--- src/rtl/mhdf_pkg.sv ---
package mhdf_pkg;

  // Command codes carried in the input item
  localparam logic CMD_BYTE  = 1'b0;
  localparam logic CMD_CLEAR = 1'b1;

  typedef struct packed {
    logic       cmd;
    logic [7:0] msg_byte;
    logic       last;
  } item_t;

  typedef struct packed {
    logic [31:0] hash_value;
    logic        is_new;
  } result_t;

  typedef enum logic [1:0] {
    S_IDLE,
    S_FINISH,
    S_SCAN,
    S_RESULT
  } state_t;

  // Control from the sequencer to the hash table
  typedef struct packed {
    logic clear;
    logic store;
    logic rd_en;
  } tbl_ctrl_t;

  // One-at-a-time absorb step for one byte
  function automatic logic [31:0] absorb(input logic [31:0] h_in, input logic [7:0] b);
    logic [31:0] h;
    h = h_in + {24'd0, b};
    h = h + (h << 10);
    h = h ^ (h >> 6);
    return h;
  endfunction

  // Final avalanche mix
  function automatic logic [31:0] finish(input logic [31:0] h_in);
    logic [31:0] h;
    h = h_in + (h_in << 3);
    h = h ^ (h >> 11);
    h = h + (h << 15);
    return h;
  endfunction

endpackage

--- src/rtl/message_hash_dedup_filter_core.sv ---
// Message hash duplicate filter. Bytes stream in and are folded into a
// one-at-a-time hash; the byte marked last triggers the final mix and a search
// of the table of earlier message hashes. A result (hash and new/seen flag) is
// given for each completed message; a new hash is stored at the next slot,
// overwriting the oldest once the table has wrapped. A zero hash counts as seen
// while any slot is still empty. A clear command empties the table at once and
// gives no result; a message in progress continues across it. A final byte is
// handled in steps: it is accepted, the final mix is applied, the filled slots
// (up to TABLE_DEPTH) are searched, one entry per cycle through a single read
// port, and the result is handed over. That last step waits for as long as an
// earlier result is still held by a stall. No clearing pass is needed after
// reset.
module message_hash_dedup_filter_core import mhdf_pkg::*; #(
  parameter int TABLE_DEPTH = 32
) (
  input  logic    clk,
  input  logic    rst,
  input  logic    item_valid,
  output logic    item_stall,
  input  item_t   item,
  output logic    result_valid,
  input  logic    result_stall,
  output result_t result
);

  localparam int AW = $clog2(TABLE_DEPTH);

  state_t      state, state_next;
  logic [31:0] hash;
  logic        found;
  logic [AW:0] issue;
  logic        rd_pend;

  tbl_ctrl_t   ctrl;
  logic [31:0] rd_data;
  logic [AW:0] fill;
  logic        has_empty;

  logic        item_xfer;
  logic        out_free;
  logic        hit;

  assign item_xfer = item_valid && !item_stall;
  assign out_free  = !result_valid || !result_stall;
  assign hit       = found || (hash == 32'd0 && has_empty);

  mhdf_table #(
    .TABLE_DEPTH(TABLE_DEPTH)
  ) u_table (
    .clk      (clk),
    .rst      (rst),
    .ctrl     (ctrl),
    .rd_addr  (issue[AW-1:0]),
    .rd_data  (rd_data),
    .wr_data  (hash),
    .fill     (fill),
    .has_empty(has_empty)
  );

  // Next state
  always_comb begin
    state_next = state;
    unique case (state)
      S_IDLE: begin
        if (item_xfer && item.cmd == CMD_BYTE && item.last) begin
          state_next = S_FINISH;
        end
      end
      S_FINISH: state_next = S_SCAN;
      S_SCAN: begin
        if (issue == fill && !rd_pend) begin
          state_next = S_RESULT;
        end
      end
      S_RESULT: begin
        if (out_free) begin
          state_next = S_IDLE;
        end
      end
      default: state_next = S_IDLE;
    endcase
  end

  // Control outputs
  always_comb begin
    item_stall = (state != S_IDLE);
    ctrl.clear = item_xfer && item.cmd == CMD_CLEAR;
    ctrl.rd_en = (state == S_SCAN) && (issue != fill);
    ctrl.store = (state == S_RESULT) && out_free && !hit;
  end

  always_ff @(posedge clk) begin
    if (rst) begin
      state <= S_IDLE;
    end else begin
      state <= state_next;
    end
  end

  // Running hash, search counters and match flag
  always_ff @(posedge clk) begin
    if (rst) begin
      hash    <= '0;
      found   <= 1'b0;
      issue   <= '0;
      rd_pend <= 1'b0;
    end else begin
      unique case (state)
        S_IDLE: begin
          if (item_xfer && item.cmd == CMD_BYTE) begin
            hash <= absorb(hash, item.msg_byte);
          end
          found   <= 1'b0;
          issue   <= '0;
          rd_pend <= 1'b0;
        end
        S_FINISH: hash <= finish(hash);
        S_SCAN: begin
          rd_pend <= ctrl.rd_en;
          if (ctrl.rd_en) begin
            issue <= issue + 1'b1;
          end
          if (rd_pend && rd_data == hash) begin
            found <= 1'b1;
          end
        end
        S_RESULT: begin
          if (out_free) begin
            hash <= '0;
          end
        end
        default: ;
      endcase
    end
  end

  // Output register
  always_ff @(posedge clk) begin
    if (rst) begin
      result_valid <= 1'b0;
    end else if (state == S_RESULT && out_free) begin
      result_valid <= 1'b1;
    end else if (!result_stall) begin
      result_valid <= 1'b0;
    end
  end

  always_ff @(posedge clk) begin
    if (state == S_RESULT && out_free) begin
      result.hash_value <= hash;
      result.is_new     <= !hit;
    end
  end

endmodule

--- src/rtl/mhdf_table.sv ---
module mhdf_table import mhdf_pkg::*; #(
  parameter int TABLE_DEPTH = 32
) (
  input  logic                             clk,
  input  logic                             rst,
  input  tbl_ctrl_t                        ctrl,
  input  logic [$clog2(TABLE_DEPTH)-1:0]   rd_addr,
  output logic [31:0]                      rd_data,
  input  logic [31:0]                      wr_data,
  output logic [$clog2(TABLE_DEPTH):0]     fill,
  output logic                             has_empty
);

  localparam int AW = $clog2(TABLE_DEPTH);
  localparam int CW = AW + 1;

  logic [31:0]   mem [TABLE_DEPTH];
  logic [AW-1:0] slot;
  logic          wrapped;

  // Synchronous read port
  always_ff @(posedge clk) begin
    if (ctrl.rd_en) begin
      rd_data <= mem[rd_addr];
    end
  end

  // Write port: new hashes go to the current slot
  always_ff @(posedge clk) begin
    if (ctrl.store) begin
      mem[slot] <= wr_data;
    end
  end

  // Slot pointer and fill tracking; entries past the fill point count as empty
  always_ff @(posedge clk) begin
    if (rst || ctrl.clear) begin
      slot    <= '0;
      wrapped <= 1'b0;
    end else if (ctrl.store) begin
      if (slot == AW'(TABLE_DEPTH - 1)) begin
        slot    <= '0;
        wrapped <= 1'b1;
      end else begin
        slot <= slot + 1'b1;
      end
    end
  end

  assign fill      = wrapped ? CW'(TABLE_DEPTH) : {1'b0, slot};
  assign has_empty = !wrapped;

endmodule

--- config.mk ---
export PLATFORM = sky130hd
export DESIGN_NAME = message_hash_dedup_filter_core
export DESIGN_NICKNAME = d
export VERILOG_FILES = /design/src/rtl/mhdf_pkg.sv /design/src/rtl/message_hash_dedup_filter_core.sv /design/src/rtl/mhdf_table.sv
export SDC_FILE = /design/constraint.sdc
export NUM_CORES = 1
export LEC_CHECK = 0
export BUFFER_PORTS_ARGS = -buffer_cell sky130_fd_sc_hd__buf_2
export CORE_ASPECT_RATIO = 0.7
export CORE_MARGIN = 2
export CORE_UTILIZATION = 44
export CTS_CLUSTER_SIZE = 28
export DETAILED_ROUTE_END_ITERATION = 10
export PLACE_DENSITY = 0.67
export SLEW_MARGIN = 20
export SYNTH_ARGS = -nofsm -noshare
export SYNTH_HDL_FRONTEND = slang
export SYNTH_HIERARCHICAL = 1
export SYNTH_SLANG_ARGS = --single-unit
--- constraint.sdc ---
create_clock -name clk -period 9.1 [get_ports clk]
set_clock_uncertainty 0.15 [all_clocks]
set_input_delay 2.275 -clock clk [delete_from_list [all_inputs] [get_ports clk]]
set_output_delay 2.275 -clock clk [all_outputs]
set_load 0.1 [all_outputs]
==> results of run 1 <==
through the flow:
step                      std cells  hold slack, ns
after floorplan                3240          0.2866
after CTS                      4854          0.3058
after global placement         4667          0.2913
after detailed placement       4668          0.2972
final                          4854          0.3077
after global routing           4854          0.3310
Yosys cell counts, types with 64 or more instances:
cell type	count	share of area, %
nor3_1	76	0.77
clkbuf_1	76	0.58
nand2_1	142	1.1
edfxtp_1	1089	66
a22o_1	64	1.1
a21oi_1	153	1.6
nand3_1	119	1.2
a22oi_1	98	1.5
xnor2_1	99	1.8
ha_1	83	2.1
nor2_1	113	0.86
mux2i_1	517	11
final timing paths:
path | from | endpoint | slack (ns) | cells past startpoint
worst min-delay path | rd_pend$_SDFFE_PP0P_ | rd_pend$_SDFFE_PP0P_ | 0.31 | 2
worst min register to register | rd_pend$_SDFFE_PP0P_ | rd_pend$_SDFFE_PP0P_ | 0.31 | 2
worst max-delay path | item[1] | hash[18]$_SDFFE_PP0P_ | 1.90 | 22
worst max register to register | hash[9]$_SDFFE_PP0P_ | hash[30]$_SDFFE_PP0P_ | 2.31 | 19
power by group through the flow:
| stage | logic [W] | clock network (W) | registers, W |
|---|---|---|---|
| floorplan | 0.00312 | 0 | 0.00681 |
| global placement | 0.00487 | 0 | 0.00656 |
| detailed placement | 0.00488 | 0 | 0.00657 |
| CTS | 0.00491 | 0.00446 | 0.00645 |
| global route | 0.00539 | 0.00466 | 0.00646 |
| finish | 0.00505 | 0.00440 | 0.00645 |
final cells by class:
cell class	count	area (um2)	area share, %
timing repair buffer	144	1056	1.928
multi-input combinational	1893	14660	26.78
tap	1456	1822	3.327
inverter	37	138.9	0.2536
clock buffer	115	2643	4.825
sequential	1138	33690	61.52
clock inverter	71	752.0	1.373
sequential cells by signal (all words and copies together), names as in the netlist:
| signal | cells |
|---|---|
| result_valid | 1 |
| rd_pend | 1 |
| found | 1 |
| u_table/rd_data | 32 |
| u_table/mem | 1024 |
| hash | 32 |
| result | 33 |
| u_table/wrapped | 1 |
| u_table/slot | 5 |
| state | 2 |
| issue | 6 |
routing by layer:
layer  vias to the layer above  track usage, %  wire length (um)
li1                      12760               -                 -
met1                     14590           34.29             59400
met2                      1252           29.68             52130
met3                       169           5.061             12430
met4                         2           4.963              2599
met5                         -               0                13
cells by family after synthesis:
family	count (synthesis)	synth area share [%]
DFF	1138	68.46
and+or+nand+nor	581	5.704
AOI/OAI and AO/OA	539	7.525
muxes	521	10.61
buffers and inverters	209	2.263
xor gates and xnor gates	165	3.164
adders and majority gates	87	2.274
worst max-delay path: cells and delay by family:
| family | cells | cell delay [ns] |
|---|---|---|
| AOI/OAI and AO/OA | 8 | 1.88 |
| and+or+nand+nor | 6 | 1.26 |
| xor gates and xnor gates | 3 | 1.02 |
| adders and majority gates | 3 | 0.98 |
| buffers and inverters | 2 | 0.15 |
==> run summary, run 1 <==
CTS Sinks: 1138
WL final: 126600 um
Cell variety after synth: 77
Setup CP Type: input port to flop
final setup margin: 1.901 ns
Max IR drop VDD: 0.0002728 V
DR WL/cell: 26.07 um
GRT Util Overall: 21.61%
flops & latches, synth: 1138
part of the power in combinational logic: 31.8%
CTS tree: yes
Final Total Pwr: 0.01591 W
power per cell area: 290.4 mW/mm2
fin area: 0.05476 mm2
Post-synth top flop: edfxtp_1
H-tree depth: 3
Post-CTS Resized: 0
pre-CTS setup slack: 1.331 ns
first-pass GRT wire length: 182800 um
Clk pwr share: 27.7%
crit path capture type: flop
slowest cell on the critical path: nor3b_1
clk buf depth: 3
Setup crit start kind: input port
final setup vio count: 0
Max FO, Critical Path: 7
Die Y: 283.8 um
# DRC: 0
sequential area share after synthesis: 68.46%
Mapped Nets: 3341
Final Slew Violations: 0
IO Pins: 49
total core area: 0.1108 mm2
Synth Cell Area: 0.04920 mm2
Leak Pwr: 17.57 nW
Post-Synthesis Cells: 3240
Internal: 0.01059 W
Worst EP arrival: 7.60 ns
Fin Setup TNS: 0 ns
RSZ-0062 raised after global routing: no
Hold/Removal Path Class: flop to flop
vias in the first global route: 26580
Switching Power: 0.005316 W
Final GP Congestion: 0.9062
Reg power frac: 40.6%
Layout Nets: 3415
Core Rows: 102
Crit path required time: 9.50 ns
maximum clock frequency: 138.9 MHz
Worst-Margin Slew: 1.133 ns
status: finished clean
Max Cap Viol: 0
Clock Pin Slew Worst Setup and Hold Paths: 0.06 ns
vias: 28770
most frequent cells in the layout: 1089 x edfxtp_1, 517 x mux2i_1, 153 x a21oi_1, 141 x nand2_1, 119 x nand3_1
Fillers: 9247
Util after Layout: 49.44%
Sw Share: 33.42%
max_slew headroom: 24.35%
Initial Utilization: 44.41%
Detailed Route Iter0 Violations: 3198
Final Hold Viols: 0
Critical Path, Cell by Cell: buf_2 -> ha_1 -> inv_1 -> fa_1 -> nor2b_1 -> o21ai_1 -> a21boi_1 -> o21ai_0 -> a21boi_1 -> nor3b_1 -> nand3_1 -> xnor2_1 -> ha_1 -> and3_1 -> nor2b_1 -> a311o_1 -> o31a_1 -> a21oi_1 -> xnor2_1 -> xnor3_1 -> a221oi_1 -> nor3_1
width of the die: 403.7 um
Post-CTS Setup Inserts: 0
DPL Wire Length: 70870 um
Die Footprint: 0.1146 mm2
# hold bufs at CTS: 0
slowest stage delay, CP: 0.52 ns
Ys Warns: 6
initial antenna violation count: 2
share of layout cells above drive strength 1: 10.83%
vias per std cell: 5.927
Post-synth ARST share: 0%
period utilization: 79.11%
ANT nets after route: 0
number of synthesized flops with an enable pin: 1089
CTS Buf Count: 100
most common cell after layout, fill and taps aside: edfxtp_1
ANT cells: 0
Layout Area Growth over Synthesis: 11.31%
Pre-antenna DRT Iters: 5
worst skew pair latency: 0.70 ns
largest net degree at the start of global routing: 120
mean post-synth cell area: 15.19 um2
IO Port Bufs: 48
remaining global-route overflow: 0
post-layout minimum cycle time: 7.199 ns
area post-placement: 0.05136 mm2
Root Buffer: clkbuf_16
Power figures use the tool's default switching activity.
==> inputs of run 2 (changes only) <==
Settings changed: ABC_AREA from default to 1, PLACE_DENSITY 0.67 to 0.65.
Clock period 9.1 ns to 6.9 ns, I/O delays scaled along.
==> run 2 against run 1 <==
  * Register-to-register slack worse by 0.69 ns
  * Die area up 5.7%
  * Sequential share of layout area down 2.4 points
  * Via count up 30%
  * Power up 36%
  * Combinational power up 41%
  * Design area up 4.1%
==> run summary, run 2 <==
FF-to-FF End: u_table/mem[4][4]$_DFFE_PP_
Pre-antenna DRT Iters: 6
IO Pins: 49
Largest Register: u_table/mem
Final GP Congestion: 0.9796
first-pass GRT wire length: 230000 um
GRT Util Overall: 25.42%
Final Hold Viols: 0
Ys Warns: 6
flops & latches, synth: 1138
Clock Pin Slew Worst Setup and Hold Paths: 0.06 ns
Worst-Margin Slew: 1.176 ns
vias per std cell: 5.657
cells on worst reg2reg path: 10
DPL Wire Length: 93170 um
Post-Synthesis Cells: 4992
Core Rows: 105
largest net degree at the start of global routing: 241
largest area contributor in the synthesized netlist: edfxtp_1
power per cell area: 380.6 mW/mm2
max_slew headroom: 21.59%
CP startpoint: item[1]
slowest stage delay, CP: 0.44 ns
worst skew pair latency: 0.73 ns
final setup margin: 1.523 ns
Yosys top cell area share: 62.86%
Post-synth top flop: edfxtp_1
Util after Layout: 48.64%
top cells by area, synth: edfxtp_1 63%, nand2_1 13%, nand3_1 8.4%
IO Port Bufs: 48
mean post-synth cell area: 10.42 um2
status: finished clean
crit path capture type: flop
Synth Cell Area: 0.05202 mm2
main combinational cell family by area after synthesis: simple AND/OR/NAND/NOR gates
Worst EP arrival: 5.82 ns
Detailed Route Iter0 Violations: 5172
biggest regs: u_table/mem: 1024 flops, result: 33 flops
cell with the most instances after synthesis: nand2_1
Die Y: 291.7 um
area share of fa/ha/maj cells after synthesis: 2.150%
CTS Sinks: 1138
period utilization: 77.93%
mux cell area share after synthesis: 0%
DR WL/cell: 23.56 um
Post-synth ARST share: 0%
Post-synth top cells: 1828 x nand2_1, 1089 x edfxtp_1, 872 x nand3_1
Max FO, Critical Path: 7
Fillers: 10610
simple logic cell fraction of the synthesized area: 24.14%
initial antenna violation count: 9
Mapped Nets: 5093
number of synthesized flops with an enable pin: 1089
Layout Area Growth over Synthesis: 9.576%
worst path bufs/invs: 4
pre-CTS setup slack: 0.9370 ns
Max IR drop VDD: 0.0002687 V
Max Cap Viol: 0
total core area: 0.1172 mm2
maximum clock frequency: 186.0 MHz
Crit path required time: 7.35 ns
Cell variety after synth: 62
XOR/XNOR share of the synthesized area: 1.525%
share of layout cells above drive strength 1: 7.932%
Final Slew Violations: 0
worst reg-to-reg setup slack: 1.62 ns
slowest cell on the critical path: a211oi_1
most common cell after layout, fill and taps aside: nand2_1
Initial Utilization: 44.39%
Leak Pwr: 21.92 nW
# DRC: 0
H-tree depth: 3
Critical R2R Launch: hash[8]$_SDFFE_PP0P_
clk buf depth: 3
sequential area share after synthesis: 64.75%
Hold EP: rd_pend$_SDFFE_PP0P_
Fin Setup TNS: 0 ns
post-layout minimum cycle time: 5.377 ns
Die Footprint: 0.1210 mm2
Post-CTS Setup Inserts: 0
Top delay family on crit path: compound AO/OA/AOI/OAI gates
# hold bufs at CTS: 0
most frequent cells in the layout: 1828 x nand2_1, 1089 x edfxtp_1, 872 x nand3_1, 212 x inv_1, 111 x nor2_1
Hold/Removal Path Class: flop to flop
Most common cell on crit path: inv_1
vias: 37530
RSZ-0062 raised after global routing: no
CTS Buf Count: 107
Layout Nets: 5098
Setup CP Type: input port to flop
area fraction in compound gates after synthesis: 2.704%
final setup vio count: 0
CTS tree: yes
Post-CTS Resized: 0
ANT nets after route: 0
remaining global-route overflow: 0
Setup crit start kind: input port
Min Hold Slack: 0.3245 ns
hold path depth: 2
Largest register FFs: 1024
vias in the first global route: 34650
Critical Path, Cell by Cell: buf_2 -> ha_1 -> inv_1 -> fa_1 -> nand3b_1 -> nand2_1 -> nand4_1 -> nand2_1 -> inv_1 -> nor2_1 -> inv_1 -> nor3_2 -> a31oi_1 -> a31oi_1 -> ha_1 -> a21oi_1 -> o21ai_0 -> a211oi_1 -> nand4_1 -> a21o_1 -> nand3_1 -> a21oi_1
width of the die: 415.0 um
Hold Startpoint: rd_pend$_SDFFE_PP0P_
WL final: 156300 um
Root Buffer: clkbuf_16
[run 2: changes by cell type in the layout (fill, tap and decap cells not counted), moves of 43 or more]
cell / delta
nand2_1: +1687
nor3_1: -43
a21oi_1: -44
mux2i_1: -517
nand3_1: +753
xnor2_1: -81
inv_1: +176
a22oi_1: -98
a22o_1: -63
[run 2: worst reg2reg max path: stages, from the launching register on]
cell and delay (ns):
dfxtp_1 0.92, buf_4 0.45, inv_1 0.16, nand4_1 0.14, nor4_1 0.07, nand4_1 0.12, nand2_1 0.09, nor3_1 0.72
nand2_1 0.76, nor2_4 0.84, buf_4 0.50
[run 2: kinds of logic (layout without fill, tap and decap cells)]
kind of cell / after synthesis / count (layout)
other: 0 / 2
DFF: 1138 / 1138
xor gates and xnor gates: 88 / 88
and+or+nand+nor: 2967 / 2967
AOI/OAI and AO/OA: 246 / 246
adders and majority gates: 87 / 87
buffers and inverters: 466 / 555
[run 2: how the worst max path moves through the flow]
stage          slack (ns)                            to  cells past startpoint
6_report             1.52         hash[23]$_SDFFE_PP0P_                     22
3_3_place_gp         0.93         hash[10]$_SDFFE_PP0P_                     23
3_5_place_dp         0.94         hash[20]$_SDFFE_PP0P_                     22
5_1_grt              1.27         hash[29]$_SDFFE_PP0P_                     23
2_1_floorplan        1.46  u_table/mem[15][0]$_DFFE_PP_                      8
4_1_cts              1.72         hash[20]$_SDFFE_PP0P_                     22
[run 2: layout make-up]
cell class	instances	area, um2	area share, %
tap	1551	1941	3.405
antenna	2	5.005	0.008780
sequential	1138	33720	59.16
timing repair buffer	140	993.5	1.743
multi-input combinational	3388	16120	28.28
clock buffer	137	2833	4.970
inverter	222	862.1	1.512
clock inverter	56	525.5	0.9219
[run 2: routing by layer]
layer  GRT usage [%]  up-vias  wire length [um]
li1                -    17170                 -
met4           7.744        0              4749
met2           36.06     1905             64850
met1           38.55    18180             69190
met3           5.879      278             17470
met5               0        -                 0
[run 2: stage by stage]
step           total power [W]  instance area (um2)  instances
2_1_floorplan          0.01332                52020       4992
3_3_place_gp           0.01578                53610       6438
3_5_place_dp           0.01577                53630       6439
4_1_cts                0.02154                56990       6632
5_1_grt                0.02267                56990       6632
6_report               0.02170                57000       6634
[run 2: report_power, final]
group	switching, W	total (W)	internal [W]
Clock	0.00260	0.00580	0.00320
Combinational	0.00516	0.00713	0.00196
Sequential	0.000425	0.00877	0.00834
Total	0.00819	0.0217	0.0135
